`src/hw/rtl/csg_pkg.sv`:
```
// ----------------------------------------------------------------------------
// csg_pkg
// Types, codes and constants shared by the circular setpoint generator.
// ----------------------------------------------------------------------------
package csg_pkg;

	typedef struct packed {
		logic [1:0]  opcode;
		logic [23:0] target_speed;
	} in_t;

	typedef struct packed {
		logic signed [31:0] pos_x;
		logic signed [31:0] pos_y;
		logic signed [31:0] pos_z;
		logic signed [31:0] vel_x;
		logic signed [31:0] vel_y;
		logic signed [31:0] acc_x;
		logic signed [31:0] acc_y;
		logic signed [31:0] jerk_x;
		logic signed [31:0] jerk_y;
		logic [31:0]        yaw_phase;
		logic [30:0]        yaw_rate;
		logic [1:0]         phase_code;
	} out_t;

	typedef struct packed {
		logic [30:0]        radius;
		logic [30:0]        inverse_radius;
		logic signed [31:0] center_x;
		logic signed [31:0] center_y;
		logic signed [31:0] altitude;
		logic [23:0]        speed_step;
		logic [31:0]        dt_turns;
		logic [15:0]        hold_ticks;
	} cfg_t;

	localparam logic [1:0] OP_TICK   = 2'd0;
	localparam logic [1:0] OP_TARGET = 2'd1;
	localparam logic [1:0] OP_BRAKE  = 2'd2;

	localparam logic [1:0] PC_ACCEL = 2'd0;
	localparam logic [1:0] PC_HOLD  = 2'd1;
	localparam logic [1:0] PC_BRAKE = 2'd2;
	localparam logic [1:0] PC_STOP  = 2'd3;

	localparam logic [2:0] CFG_RADIUS     = 3'd0;
	localparam logic [2:0] CFG_INV_RADIUS = 3'd1;
	localparam logic [2:0] CFG_CENTER_X   = 3'd2;
	localparam logic [2:0] CFG_CENTER_Y   = 3'd3;
	localparam logic [2:0] CFG_ALTITUDE   = 3'd4;
	localparam logic [2:0] CFG_SPEED_STEP = 3'd5;
	localparam logic [2:0] CFG_DT_TURNS   = 3'd6;
	localparam logic [2:0] CFG_HOLD_TICKS = 3'd7;

	localparam logic [31:0] CORDIC_GAIN  = 32'd652032874;
	localparam logic [31:0] QUARTER_TURN = 32'h4000_0000;
	localparam logic [62:0] SAT62        = 63'h4000_0000_0000_0000;

	// product sequence, in issue order
	typedef enum logic [3:0] {
		MO_OMEGA, MO_PHASE, MO_V2, MO_V2R, MO_T, MO_V3,
		MO_POSX, MO_POSY, MO_VELX, MO_VELY, MO_ACCX, MO_ACCY, MO_JERKX, MO_JERKY
	} mop_t;

	typedef struct packed {
		logic        mul_act;
		mop_t        mul_op;
		logic [1:0]  mul_phase;
		logic        cordic_init;
		logic        cordic_step;
		logic [4:0]  cordic_idx;
		logic        cordic_fin;
		logic        out_load;
		logic [1:0]  code;
		logic [23:0] speed;
	} cmd_t;

	typedef struct packed {
		logic out_full;
	} status_t;

	function automatic logic [31:0] atan_turns(input logic [4:0] i);
		logic [31:0] r;
		case (i)
			5'd0: r = 32'd536870912;
			5'd1: r = 32'd316933406;
			5'd2: r = 32'd167458907;
			5'd3: r = 32'd85004756;
			5'd4: r = 32'd42667331;
			5'd5: r = 32'd21354465;
			5'd6: r = 32'd10679838;
			5'd7: r = 32'd5340245;
			5'd8: r = 32'd2670163;
			5'd9: r = 32'd1335087;
			5'd10: r = 32'd667544;
			5'd11: r = 32'd333772;
			5'd12: r = 32'd166886;
			5'd13: r = 32'd83443;
			5'd14: r = 32'd41722;
			5'd15: r = 32'd20861;
			5'd16: r = 32'd10430;
			5'd17: r = 32'd5215;
			5'd18: r = 32'd2608;
			5'd19: r = 32'd1304;
			5'd20: r = 32'd652;
			5'd21: r = 32'd326;
			5'd22: r = 32'd163;
			5'd23: r = 32'd81;
			5'd24: r = 32'd41;
			5'd25: r = 32'd20;
			5'd26: r = 32'd10;
			5'd27: r = 32'd5;
			5'd28: r = 32'd3;
			5'd29: r = 32'd1;
			5'd30: r = 32'd1;
			default: r = 32'd0;
		endcase
		return r;
	endfunction

endpackage

```
`src/hw/rtl/csg_ctrl.sv`:
```
// ----------------------------------------------------------------------------
// csg_ctrl
// Motion state machine (ramp, hold, brake) and sequencer for one setpoint.
// ----------------------------------------------------------------------------
module csg_ctrl #(
	parameter int ROTATION_STEPS = 24
) (
	input  logic             clk,
	input  logic             arst_n,
	input  logic             in_valid,
	output logic             in_ready,
	input  csg_pkg::in_t     in_data,
	input  csg_pkg::cfg_t    cfg,
	input  logic             out_ready,
	input  csg_pkg::status_t status,
	output csg_pkg::cmd_t    cmd
);
	import csg_pkg::*;

	localparam logic [4:0] LAST_STEP = 5'(ROTATION_STEPS - 1);

	typedef enum logic [2:0] {ST_READY, ST_MUL, ST_CINIT, ST_CORDIC, ST_CFIN, ST_DONE} state_t;
	typedef enum logic [2:0] {M_IDLE, M_ACCEL, M_HOLD, M_BRAKE, M_STOPPED} mode_t;

	state_t      state_q;
	mode_t       mode_q;
	logic [23:0] speed_q;
	logic [23:0] goal_q;
	logic [15:0] hold_q;
	mop_t        op_q;
	logic [1:0]  phase_q;
	logic [4:0]  idx_q;
	logic [1:0]  code_q;

	logic [24:0] ramp_sum;
	logic [23:0] accel_speed;
	logic [23:0] brake_speed;
	logic        can_load;

	assign ramp_sum    = {1'b0, speed_q} + {1'b0, cfg.speed_step};
	assign accel_speed = (ramp_sum > {1'b0, goal_q}) ? goal_q : ramp_sum[23:0];
	assign brake_speed = (speed_q > cfg.speed_step) ? speed_q - cfg.speed_step : 24'd0;
	assign can_load    = !status.out_full || out_ready;

	assign in_ready = (state_q == ST_READY);

	always_ff @(posedge clk or negedge arst_n) begin
		if (!arst_n) begin
			state_q <= ST_READY;
			mode_q  <= M_IDLE;
			speed_q <= '0;
			goal_q  <= '0;
			hold_q  <= '0;
			op_q    <= MO_OMEGA;
			phase_q <= '0;
			idx_q   <= '0;
			code_q  <= PC_ACCEL;
		end else begin
			case (state_q)
				ST_READY: begin
					if (in_valid) begin
						case (in_data.opcode)
							OP_TARGET: begin
								goal_q <= in_data.target_speed;
								if (in_data.target_speed > speed_q) begin
									mode_q <= M_ACCEL;
								end else if (cfg.hold_ticks == 16'd0) begin
									mode_q <= M_BRAKE;
								end else begin
									hold_q <= cfg.hold_ticks;
									mode_q <= M_HOLD;
								end
							end
							OP_BRAKE: mode_q <= M_BRAKE;
							OP_TICK: begin
								case (mode_q)
									M_ACCEL: begin
										speed_q <= accel_speed;
										code_q  <= PC_ACCEL;
										state_q <= ST_MUL;
										op_q    <= MO_OMEGA;
										phase_q <= '0;
										if (accel_speed >= goal_q) begin
											if (cfg.hold_ticks == 16'd0) begin
												mode_q <= M_BRAKE;
											end else begin
												hold_q <= cfg.hold_ticks;
												mode_q <= M_HOLD;
											end
										end
									end
									M_HOLD: begin
										code_q  <= PC_HOLD;
										state_q <= ST_MUL;
										op_q    <= MO_OMEGA;
										phase_q <= '0;
										hold_q  <= hold_q - 16'd1;
										if (hold_q == 16'd1) mode_q <= M_BRAKE;
									end
									M_BRAKE: begin
										speed_q <= brake_speed;
										state_q <= ST_MUL;
										op_q    <= MO_OMEGA;
										phase_q <= '0;
										if (brake_speed == 24'd0) begin
											code_q <= PC_STOP;
											mode_q <= M_STOPPED;
										end else begin
											code_q <= PC_BRAKE;
										end
									end
									default: ;
								endcase
							end
							default: ;
						endcase
					end
				end
				ST_MUL: begin
					phase_q <= phase_q + 2'd1;
					if (phase_q == 2'd3) begin
						if (op_q == MO_PHASE) begin
							state_q <= ST_CINIT;
						end else if (op_q == MO_JERKY) begin
							state_q <= ST_DONE;
						end else begin
							op_q <= mop_t'(op_q + 4'd1);
						end
					end
				end
				ST_CINIT: begin
					idx_q   <= '0;
					state_q <= ST_CORDIC;
				end
				ST_CORDIC: begin
					if (idx_q == LAST_STEP) state_q <= ST_CFIN;
					else idx_q <= idx_q + 5'd1;
				end
				ST_CFIN: begin
					state_q <= ST_MUL;
					op_q    <= MO_V2;
					phase_q <= '0;
				end
				ST_DONE: begin
					if (can_load) state_q <= ST_READY;
				end
				default: state_q <= ST_READY;
			endcase
		end
	end

	always_comb begin
		cmd             = '0;
		cmd.mul_act     = (state_q == ST_MUL);
		cmd.mul_op      = op_q;
		cmd.mul_phase   = phase_q;
		cmd.cordic_init = (state_q == ST_CINIT);
		cmd.cordic_step = (state_q == ST_CORDIC);
		cmd.cordic_idx  = idx_q;
		cmd.cordic_fin  = (state_q == ST_CFIN);
		cmd.out_load    = (state_q == ST_DONE) && can_load;
		cmd.code        = code_q;
		cmd.speed       = speed_q;
	end

endmodule

```
`config.mk`:
```
export PLATFORM = sky130hd
export DESIGN_NAME = csg_ctrl
export DESIGN_NICKNAME = d
export VERILOG_FILES = /design/src/hw/rtl/csg_pkg.sv /design/src/hw/rtl/csg_ctrl.sv
export SDC_FILE = /design/constraint.sdc
export NUM_CORES = 1
export LEC_CHECK = 0
export BUFFER_PORTS_ARGS = -buffer_cell sky130_fd_sc_hd__clkbuf_2
export CORE_MARGIN = 1
export CORE_UTILIZATION = 52
export DETAILED_ROUTE_END_ITERATION = 8
export GPL_TIMING_DRIVEN = 0
export PLACE_DENSITY_LB_ADDON = 0.12
export SETUP_SLACK_MARGIN = 0.3
export SLEW_MARGIN = 10
export SYNTH_ARGS = -nofsm -noshare
export SYNTH_HDL_FRONTEND = slang
export SYNTH_SLANG_ARGS = --single-unit
```
`constraint.sdc`:
```
create_clock -name clk -period 8.6 [get_ports clk]
set_clock_uncertainty 0.1 [all_clocks]
set_input_delay 1.72 -clock clk [delete_from_list [all_inputs] [get_ports clk]]
set_output_delay 1.72 -clock clk [all_outputs]
set_load 0.05 [all_outputs]
```
==> results of run 1 <==
[registers in the layout, indices dropped and copies added, names as in the netlist]
signal / cells
state_q: 3
phase_q: 2
hold_q: 16
op_q: 4
mode_q: 3
speed_q: 24
code_q: 2
idx_q: 5
goal_q: 24
[placed cells by master (no fill, tap or decap), types with 10 or more instances in the layout]
cell / n
sky130_fd_sc_hd__xor2_1: 12
sky130_fd_sc_hd__a21oi_1: 77
sky130_fd_sc_hd__a21o_1: 31
sky130_fd_sc_hd__ha_1: 126
sky130_fd_sc_hd__buf_4: 12
sky130_fd_sc_hd__nor2_1: 82
sky130_fd_sc_hd__nand2_1: 84
sky130_fd_sc_hd__nand2b_1: 10
sky130_fd_sc_hd__o31ai_1: 15
sky130_fd_sc_hd__a31oi_1: 10
sky130_fd_sc_hd__clkbuf_2: 116
sky130_fd_sc_hd__clkbuf_1: 27
sky130_fd_sc_hd__o21ai_0: 56
sky130_fd_sc_hd__nor3_1: 21
sky130_fd_sc_hd__nor2b_1: 11
sky130_fd_sc_hd__dfrtp_1: 83
sky130_fd_sc_hd__nand4_1: 22
sky130_fd_sc_hd__xnor2_1: 35
sky130_fd_sc_hd__inv_1: 113
sky130_fd_sc_hd__mux2_2: 47
sky130_fd_sc_hd__nand3_1: 34
sky130_fd_sc_hd__o21a_1: 10
sky130_fd_sc_hd__nor4_1: 11
[what timing repair did]
item / in CTS / in global routing
cloned: 1 / 0
setup endpoints to repair: 19 / 19
pin swaps: 6 / 6
setup buffers: 10 / 0
resized for setup: 19 / 29
[power groups by stage]
stage	combinational (mW)	sequential, mW	clock [mW]
after floorplan	2.06	0.880	0
after global placement	2.94	0.733	0
after detailed placement	2.97	0.738	0
after CTS	3.10	0.733	0.444
after global routing	3.55	0.761	0.459
final	3.26	0.739	0.441
[layout make-up]
type / instances / area (um2) / area share (%)
buffer: 44 / 206 / 1.97
clock inverter: 7 / 100 / 0.956
multi-input combinational: 863 / 6490 / 62.0
tap: 220 / 275 / 2.63
inverter: 113 / 424 / 4.05
timing repair buffer: 124 / 671 / 6.41
sequential: 83 / 2080 / 19.8
clock buffer: 9 / 225 / 2.15
[worst max path at each step]
stage                     slack (ps)  startpoint                     end  cells past startpoint
after floorplan                  770     cfg[48]  hold_q[10]$_DFFE_PN0P_                     28
after global placement         -1320     cfg[48]   hold_q[4]$_DFFE_PN0P_                     29
after detailed placement       -1340     cfg[48]   hold_q[4]$_DFFE_PN0P_                     29
after CTS                        360     cfg[48]   hold_q[4]$_DFFE_PN0P_                     34
after global routing             220     cfg[51]   hold_q[4]$_DFFE_PN0P_                     31
final                            570     cfg[51]   hold_q[4]$_DFFE_PN0P_                     35
[per-layer routing]
metal / global-route usage, % / wire (um)
met5: 0 / 0
met4: 10.7 / 694
met3: 5.90 / 2200
met2: 50.6 / 12400
met1: 44.1 / 12900
[kinds of logic after synthesis]
family                   share of synthesized area (%)
AO/OA/AOI/OAI                                     23.3
XOR/XNOR                                          4.67
adder cells (fa/ha/maj)                           17.9
buffers and inverters                             6.85
flip-flops                                        23.1
multiplexers                                      6.43
AND/OR/NAND/NOR                                   17.7
==> impl_results.md, run 1 <==
- Instance count along the most critical hold path: 1
- CTS tree: yes
- Pin slew with the least headroom to its limit: between 900 and 1000 ps
- Commonest register cell after synthesis: sky130_fd_sc_hd__dfrtp_1
- Internal power: around 2.1 mW
- Count of unique library cells instantiated by Yosys: 78
- Initial antenna violation count: 0
- Max-cap check violation count: 0
- Setup repair after global routing missed its margin: false
- Final TNS setup: 0 ps
- Insertion delay to the later sink of the worst-skew pair: 360 ps
- Share of total power in sequential cells: 16.6%
- Most area-hungry cell type in the Yosys netlist: sky130_fd_sc_hd__dfrtp_1
- Overflow after GRT: 0
- Post-layout instance count excluding filler cells: around 1,500
- Launching point of the worst reg2reg path: speed_q[6]$_DFFE_PN0P_
- Startpoint-to-endpoint class of the critical path: in2reg
- Detailed Route Iter0 Violations: 683
- Fraction of final layout cells sized beyond drive strength 1: 19.1%
- Number of primary I/O pins: 304
- Final standard cell area without fillers: 10,500 um2
- CTS max path bufs: 2
- Final HPWL DP: 21,900 um
- Total Nets Final: approximately 1,600
- Hold-critical path endpoint: hold_q[14]$_DFFE_PN0P_
- Routed WL per cell: 19.3 um
- Final-layout fill cell count: 1,553
- Final weighted congestion of routability-driven global placement: 0.931
- Number of nets in the synthesized netlist: 1,492
- Final antenna-violating net count: 0
- Leak pwr: between 4 and 5 nW
- Data required time at the worst endpoint: 8740 ps
- Post-route DRC violation count: 0
- Fraction of synthesis flops using an asynchronous set or reset pin: 100%
- Die extent in y: 134 um
- Total net switching power: 2.34 mW
- Crit path arrival time: between 8000 and 9000 ps
- Run status: complete, no violations
- IO Port Bufs: 112
- Logic gate share of total power: about 73%
- Kind of end point of the critical path: flip-flop
- Max Fanout on Critical Path: 10
- R2R setup slack: 1580 ps
- Area of placed instances: 9870 um2
- Cells after synthesis: roughly 1,100
- Via count of the first global-routing pass: roughly 8,400
- Die X-Extent: 134 um
- Critical path's top delay family: compound AO/OA/AOI/OAI gates
- Count of hold-fix buffers inserted at cts: 0
- Post-synth EDFFs: 0
- Top cell type's share of synthesized area: 23.1%
- Post-route clock period utilization: about 93%
- Achievable frequency: 125 MHz
- Final critical delay including setup and external delays: 8030 ps
- Final setup violating endpoints: 0
- Min-delay worst type: reg2reg
- Final hold vios: 0
- Switching part of the total: a little over half
- Diode insertion count for antenna repair: 0
- Starting density of the core: 53.8%
- Area growth syn-to-layout: 16.2%
- Element type at the critical path start: input port
- Cell chosen for the clock root: sky130_fd_sc_hd__clkbuf_16
- Maximum number of pins on one net before global-route repair: 56
- CTS clk-pin slew, worst paths: 70 ps
- CP bufs+invs: 8
- Clock buffer count from CTS: 9
- Area of the die: 17,900 um2
- Total iterations of the first detailed-routing run: 6
- Area of the mapped netlist: 9010 um2
- Post-route worst setup slack: 573 ps
- Most used standard cells in the synthesized netlist: 126 x sky130_fd_sc_hd__ha_1, 113 x sky130_fd_sc_hd__inv_1, 84 x sky130_fd_sc_hd__nand2_1, 84 x sky130_fd_sc_hd__nor2_1, 83 x sky130_fd_sc_hd__dfrtp_1
- Cell depth of the worst flop-to-flop path: 33
- Top area cells in the synthesized netlist: sky130_fd_sc_hd__dfrtp_1 23%, sky130_fd_sc_hd__ha_1 18%, sky130_fd_sc_hd__mux2_2 5.9%
- Leading cell type by number of instances after synthesis: sky130_fd_sc_hd__ha_1
- Count of state elements after synthesis: 83
- Final count of pins violating max slew: 0
- Power per Cell Area: 424 nW/um2
- Total wire length: roughly 28,000 um
- Max stage delay cell, worst path: sky130_fd_sc_hd__a221o_1
- Worst setup timing slack at the placement stage: -1340 ps
- Global router's overall resource usage: about 32%
- Hold wc startpoint: hold_q[14]$_DFFE_PN0P_
- Clock sink count: 83
- Yosys synthesis warning count: 0
- Number of H-tree levels: 3
- Clock network fraction of total power: 9.9%
- Cell total after placement: 1,436
- Via/cell ratio: just over 6
- Peak VDD IR: 0.000321 V
- Reg-to-reg endpoint: hold_q[4]$_DFFE_PN0P_
- Remaining max-slew budget at the tightest pin: 37.8%
- Proportion of synthesized chip area in sequential cells: 23.1%
- Global-route wire length before repair: 44,800 um
- Number of vias after detailed routing: 8,952
- PnR Total Power: 4.44 mW
- Worst stage delay on the critical path: 350 ps
- Final Util: 62.5%
- Hold Slack: between 300 and 400 ps
- CORE AREA: 16,800 um2
- Post-Synthesis Mean Instance Area: 8.17 um2
- Number of standard-cell rows in the floorplan: 47
Note: power is estimated with default switching activity, not from simulation.
==> run 2: changes to the inputs <==
CELL_PAD_IN_SITES_DETAIL_PLACEMENT = 1   (was default)
CELL_PAD_IN_SITES_GLOBAL_PLACEMENT = 1   (was default)
CORE_UTILIZATION = 38   (was 52)
==> run 2 against run 1 <==
Against the previous run: count of clock-buffer cells in the layout increased by 1; critical endpoint is now hold_q[10]$_DFFE_PN0P_; worst hold slack got worse by 4.7 ps; critical path type unchanged; largest cell class unchanged; combinational power is 3% higher; sequential power is 0.7% higher; via count down 1.3%; global-route usage decreased by 4.7 points; sequential cell count unchanged; non-clock buffer count shrank 1.
==> impl_results.md, run 2 (synthesis gave the netlist of run 1 again) <==
- Fraction of final layout cells sized beyond drive strength 1: 19.6% (+0.42 points)
- Total Nets Final: 1,626 (-0.061%)
- Area growth syn-to-layout: 17.4%
- Crit path arrival time: 8150 ps (-20 ps)
- Number of vias after detailed routing: 8,833 (-1.3%)
- Peak VDD IR: 0.000208 V (-35%)
- Number of primary I/O pins: 304 (unchanged)
- Max stage delay cell, worst path: sky130_fd_sc_hd__fa_2
- Insertion delay to the later sink of the worst-skew pair: 360 ps (about the same)
- Post-route DRC violation count: 0 (unchanged)
- Detailed Route Iter0 Violations: 512 (-25%)
- Cell chosen for the clock root: sky130_fd_sc_hd__clkbuf_16
- CTS max path bufs: 2 (unchanged)
- Pin slew with the least headroom to its limit: 973 ps (+47.6 ps)
- Clock sink count: 83 (unchanged)
- Via/cell ratio: 5.68 (-7.2%)
- Final hold vios: 0 (unchanged)
- Die extent in y: 156 um (+17%)
- Initial antenna violation count: 0 (unchanged)
- Clock buffer count from CTS: 9 (unchanged)
- R2R setup slack: 1630 ps (+50 ps)
- Via count of the first global-routing pass: 9,025 (+7.0%)
- Overflow after GRT: 0 (unchanged)
- Final setup violating endpoints: 0 (unchanged)
- Diode insertion count for antenna repair: 0 (unchanged)
- Global-route wire length before repair: 50,700 um (+13%)
- CTS tree: yes
- Achievable frequency: 125 MHz (+0.32%)
- Most common cell type on the critical path: sky130_fd_sc_hd__ha_1
- Number of standard-cell rows in the floorplan: 55 (+17%)
- Setup repair after global routing missed its margin: false
- Commonest cells after routing, fill and taps aside: 126 x sky130_fd_sc_hd__ha_1, 115 x sky130_fd_sc_hd__clkbuf_2, 113 x sky130_fd_sc_hd__inv_1
- Routed WL per cell: 21.1 um (+9.2%)
- Final critical delay including setup and external delays: 8000 ps (-25.5 ps)
- Area of the die: 24,300 um2 (+36%)
- Instance count along the most critical hold path: 1 (unchanged)
- Hold Slack: 395 ps (-4.74 ps)
- Reg-to-reg endpoint: hold_q[10]$_DFFE_PN0P_
- Count of hold-fix buffers inserted at cts: 0 (unchanged)
- Data required time at the worst endpoint: 8750 ps (about the same)
- Max-cap check violation count: 0 (unchanged)
- Run status: complete, no violations
- CORE AREA: 22,900 um2 (+37%)
- Global router's overall resource usage: 27.4% (-4.7 points)
- Launching point of the worst reg2reg path: speed_q[0]$_DFFE_PN0P_
- Final antenna-violating net count: 0 (unchanged)
- Largest registers: goal_q x24, speed_q x24, hold_q x16
- Maximum number of pins on one net before global-route repair: 84 (+50%)
- Leak pwr: 4.96 nW (about the same)
- Final HPWL DP: 25,700 um (+18%)
- Most frequent standard cell in the layout excluding fill and tap cells: sky130_fd_sc_hd__ha_1
- Cell total after placement: 1,528 (+6.4%)
- Kind of end point of the critical path: flip-flop
- Post-layout instance count excluding filler cells: 1,555 (+6.3%)
- Die X-Extent: 156 um (+17%)
- Remaining max-slew budget at the tightest pin: 34.6% (-3.2 points)
- Hold-critical path endpoint: hold_q[3]$_DFFE_PN0P_
- Startpoint-to-endpoint class of the critical path: in2reg
- Final weighted congestion of routability-driven global placement: 0.889 (-4.5%)
- Power per Cell Area: 426 nW/um2 (+0.49%)
- Worst stage delay on the critical path: 380 ps (+30 ps)
- IO Port Bufs: 112 (unchanged)
- CTS clk-pin slew, worst paths: 70 ps (about the same)
- Final count of pins violating max slew: 0 (unchanged)
- Cell depth of the worst flop-to-flop path: 29 (-12%)
- Post-route clock period utilization: 93.0% (-0.30 points)
- Number of H-tree levels: 3 (unchanged)
- Total iterations of the first detailed-routing run: 5 (-1)
- Max Fanout on Critical Path: 9 (-1)
- Min-delay worst type: reg2reg
- Hold wc startpoint: hold_q[3]$_DFFE_PN0P_
- Starting density of the core: 39.3% (-14 points)
- Element type at the critical path start: input port
- Total wire length: 32,700 um (+16%)
## run 2: cell count changes in the layout (fill, tap and decap cells not counted), sizes merged
| cell | previous run | this run |
|---|---|---|
| bufinv | 2 | 0 |
| clkinv | 1 | 2 |
| clkinvlp | 3 | 1 |
| inv | 114 | 116 |
## run 2: worst max-delay path by stage
stage / start / endpoint / slack, ps
after floorplan: cfg[48] / hold_q[10]$_DFFE_PN0P_ / 770
after global placement: cfg[48] / hold_q[4]$_DFFE_PN0P_ / -1860
after detailed placement: cfg[48] / hold_q[10]$_DFFE_PN0P_ / -1880
after global routing: cfg[48] / hold_q[10]$_DFFE_PN0P_ / 320
final: cfg[48] / hold_q[10]$_DFFE_PN0P_ / 600
after CTS: cfg[51] / hold_q[10]$_DFFE_PN0P_ / 320
## run 2: through the flow
| step | area [um2] | power [mW] | util, % | setup slack [ps] | TNS, ps |
|---|---|---|---|---|---|
| finish | 10600 | 4.51 | 46.1 | 598 | 0 |
| global route | 10600 | 4.86 | 46.1 | 319 | 0 |
| CTS | 10500 | 4.42 | 45.7 | 316 | 0 |
| detailed placement | 9970 | 3.84 | 43.5 | -1880 | -31340 |
| global placement | 9960 | 3.78 | 43.5 | -1860 | -31410 |
| floorplan | 9010 | 2.94 | - | 772 | 0 |
## run 2: routing by layer
layer	wire length, um	vias up	GRT usage, %
met5	0	-	0
met4	673	0	8.26
met3	1560	41	3.72
met2	15200	209	44.9
met1	15400	4309	37.2
li1	-	4274	-
## run 2: critical path: cells and delay by family
kind	cells	cell delay, ps
AOI/OAI and AO/OA	12	2430
and+or+nand+nor	6	1270
adders and majority gates	4	1190
buffers and inverters	6	930
muxes	1	380
xor gates and xnor gates	1	190
## run 2: what timing repair did
| item | CTS | global route |
|---|---|---|
| setup buffers | 9 | 2 |
| pin swaps | 11 | 11 |
| setup endpoints to repair | 19 | 19 |
| gates resized for setup | 36 | 21 |
## run 2: report_power, final
group	internal [mW]	switching, mW	total [mW]
Sequential	0.551	0.193	0.744
Combinational	1.30	2.06	3.37
Clock	0.207	0.191	0.398
## run 2: area by class of cell
cell class	instances	area (um2)
clock buffer	10	239
tap	313	392
sequential	83	2080
buffer	44	210
multi-input combinational	863	6530
clock inverter	6	47.5
fill	2811	12300
timing repair buffer	123	656
inverter	113	424
==> run 3: changes to the inputs <==
ABC_CLOCK_PERIOD_IN_PS = 8600   (was default)
PLACE_DENSITY = 0.9   (was default)
PLACE_DENSITY_LB_ADDON = default   (was 0.12)
==> run 3 against run 2 <==
Against the previous run: count of clock-buffer cells in the layout grew 1; maximum frequency is 2.6% lower; global-route usage down 0.31 points; die area unchanged; sequential share of layout area is 0.070 points higher; power grew 0.25%.
==> impl_results.md, run 3 (synthesis gave the netlist of run 1 again) <==
- Commonest cells after routing, fill and taps aside: 126 x sky130_fd_sc_hd__ha_1, 115 x sky130_fd_sc_hd__clkbuf_2, 113 x sky130_fd_sc_hd__inv_1
- IO Port Bufs: 112 (unchanged)
- Overflow after GRT: 0 (unchanged)
- Startpoint-to-endpoint class of the critical path: in2reg
- Worst stage delay on the critical path: 400 ps (+20 ps)
- Post-route clock period utilization: 95.5% (+2.4 points)
- Remaining max-slew budget at the tightest pin: 34.9% (+0.26 points)
- Max-cap check violation count: 0 (unchanged)
- Met2 Routed Length: 15,300 um (+0.90%)
- Clock buffer count from CTS: 9 (unchanged)
- Initial antenna violation count: 0 (unchanged)
- Total wire length: 33,100 um (+1.1%)
- Number of standard-cell rows in the floorplan: 55 (unchanged)
- Total iterations of the first detailed-routing run: 7 (+2)
- Total Nets Final: 1,622 (-0.25%)
- Pin slew with the least headroom to its limit: 969 ps (-3.90 ps)
- Max stage delay cell, worst path: sky130_fd_sc_hd__a221o_1
- Kind of end point of the critical path: flip-flop
- Max Fanout on Critical Path: 10 (+1)
- Detailed Route Iter0 Violations: 531 (+3.7%)
- Final setup violating endpoints: 0 (unchanged)
- Area of the die: 24,300 um2 (unchanged)
- Final hold vios: 0 (unchanged)
- Largest registers: goal_q x24, speed_q x24, hold_q x16
- Global router's overall resource usage: 27.1% (-0.31 points)
- CORE AREA: 22,900 um2 (unchanged)
- Setup repair after global routing missed its margin: false
- Power per Cell Area: 429 nW/um2 (+0.61%)
- Most frequent standard cell in the layout excluding fill and tap cells: sky130_fd_sc_hd__ha_1
- Data required time at the worst endpoint: 8740 ps (about the same)
- Fraction of final layout cells sized beyond drive strength 1: 19.0% (-0.58 points)
- Post-route DRC violation count: 0 (unchanged)
- Diode insertion count for antenna repair: 0 (unchanged)
- Leak pwr: 4.94 nW (-0.41%)
- Run status: complete, no violations
- Post-layout instance count excluding filler cells: 1,551 (-0.26%)
- Routed WL per cell: 21.3 um (+1.4%)
- Via count of the first global-routing pass: 9,516 (+5.4%)
- Global-route wire length before repair: 51,300 um (+1.1%)
- CTS clk-pin slew, worst paths: 80 ps (about the same)
- Final weighted congestion of routability-driven global placement: 0.930 (+4.6%)
- Highest routing layer actually used: met4
- Die X-Extent: 156 um (unchanged)
- Final critical delay including setup and external delays: 8210 ps (+211 ps)
- Hold Slack: 403 ps (+8.75 ps)
- Min-delay worst type: reg2reg
- Sum of routed wire segments on met1: 14,100 um (-8.5%)
- Final HPWL DP: 25,500 um (-1.1%)
- Number of primary I/O pins: 304 (unchanged)
- Cell chosen for the clock root: sky130_fd_sc_hd__clkbuf_16
- Cell total after placement: 1,529 (+0.065%)
- Clock sink count: 83 (unchanged)
- PnR Total Power: 4.52 mW (+0.25%)
- CTS max path bufs: 2 (unchanged)
- Via/cell ratio: 5.98 (+5.3%)
- Crit path arrival time: 8350 ps (+200 ps)
- Final count of pins violating max slew: 0 (unchanged)
- Number of vias after detailed routing: 9,274 (+5.0%)
- Worst setup timing slack at the placement stage: -1460 ps (+425 ps)
- Final antenna-violating net count: 0 (unchanged)
- Area growth syn-to-layout: 17.0%
- R2R setup slack: 1450 ps (-180 ps)
- Maximum number of pins on one net before global-route repair: 47 (-44%)
- Post-route worst setup slack: 388 ps (-211 ps)
- Final Util: 46.0% (-0.16 points)
- Achievable frequency: 122 MHz (-2.6%)
- Starting density of the core: 39.3% (unchanged)
- Die extent in y: 156 um (unchanged)
- Number of H-tree levels: 3 (unchanged)
- CTS tree: yes
- Insertion delay to the later sink of the worst-skew pair: 360 ps (about the same)
- Met3 wire len: 2750 um (+77%)
- Element type at the critical path start: input port
- Peak VDD IR: 0.000238 V (+14%)
## run 3: cell count changes in the layout (fill, tap and decap cells not counted), moves of 2 or more
cell / previous run / this run
sky130_fd_sc_hd__xnor2_1: 33 / 35
sky130_fd_sc_hd__o21ai_1: 5 / 2
sky130_fd_sc_hd__o311ai_1: 2 / 0
sky130_fd_sc_hd__buf_4: 12 / 9
sky130_fd_sc_hd__clkbuf_1: 27 / 29
sky130_fd_sc_hd__xnor2_2: 3 / 1
sky130_fd_sc_hd__a2111oi_1: 0 / 2
sky130_fd_sc_hd__a2111oi_0: 3 / 1
sky130_fd_sc_hd__clkbuf_8: 2 / 0
sky130_fd_sc_hd__o21ai_0: 55 / 57
## run 3: where the power goes
part	internal (mW)	switching [mW]	leakage, nW	total [mW]
clock network	0.228	0.188	0.141	0.416
registers	0.551	0.193	1.02	0.744
logic	1.27	2.09	3.78	3.36
## run 3: final timing paths
path                                             start                     end  cells after the start
worst max-delay path                           cfg[52]   hold_q[4]$_DFFE_PN0P_                     29
worst min-delay path             hold_q[6]$_DFFE_PN0P_   hold_q[6]$_DFFE_PN0P_                      1
worst max register to register  speed_q[4]$_DFFE_PN0P_   hold_q[4]$_DFFE_PN0P_                     27
worst min register to register   hold_q[6]$_DFFE_PN0P_   hold_q[6]$_DFFE_PN0P_                      1
max in group asynchronous                       arst_n  goal_q[11]$_DFFE_PN0P_                      2
min in group asynchronous                       arst_n   hold_q[6]$_DFFE_PN0P_                      1
## run 3: critical path, delay by kind of cell
| family | cells | cell delay (ps) |
|---|---|---|
| muxes | 1 | 390 |
| buffers and inverters | 6 | 930 |
| AOI/OAI and AO/OA | 11 | 2620 |
| xor gates and xnor gates | 1 | 120 |
| and+or+nand+nor | 7 | 1570 |
| adders and majority gates | 3 | 990 |
## run 3: per-stage QoR
stage | TNS [ps] | instance area [um2]
finish | 0 | 10500
global route | 0 | 10500
CTS | 0 | 10400
detailed placement | -23880 | 9990
global placement | -22920 | 9960
floorplan | 0 | 9010
## run 3: area by class of cell
type | count | area (um2)
Fill cell | 2852 | 12400
Multi-Input combinational cell | 863 | 6510
Sequential cell | 83 | 2080
Timing Repair Buffer | 119 | 636
Inverter | 113 | 424
Tap cell | 313 | 392
Clock buffer | 11 | 233
Buffer | 44 | 203
Clock inverter | 5 | 60.1
## run 3: repair_timing
item / 4_1_cts / 5_1_grt
pin swaps: 7 / 7
hold buffers: 0 / 0
setup buffers: 5 / 1
resized for setup: 23 / 29
setup endpoints to repair: 19 / 19
## run 3: routing by layer
layer	global-route usage, %	vias up
met3	5.86	89
met4	8.45	0
met2	44.8	389
met5	0	-
li1	-	4268
met1	35.0	4528
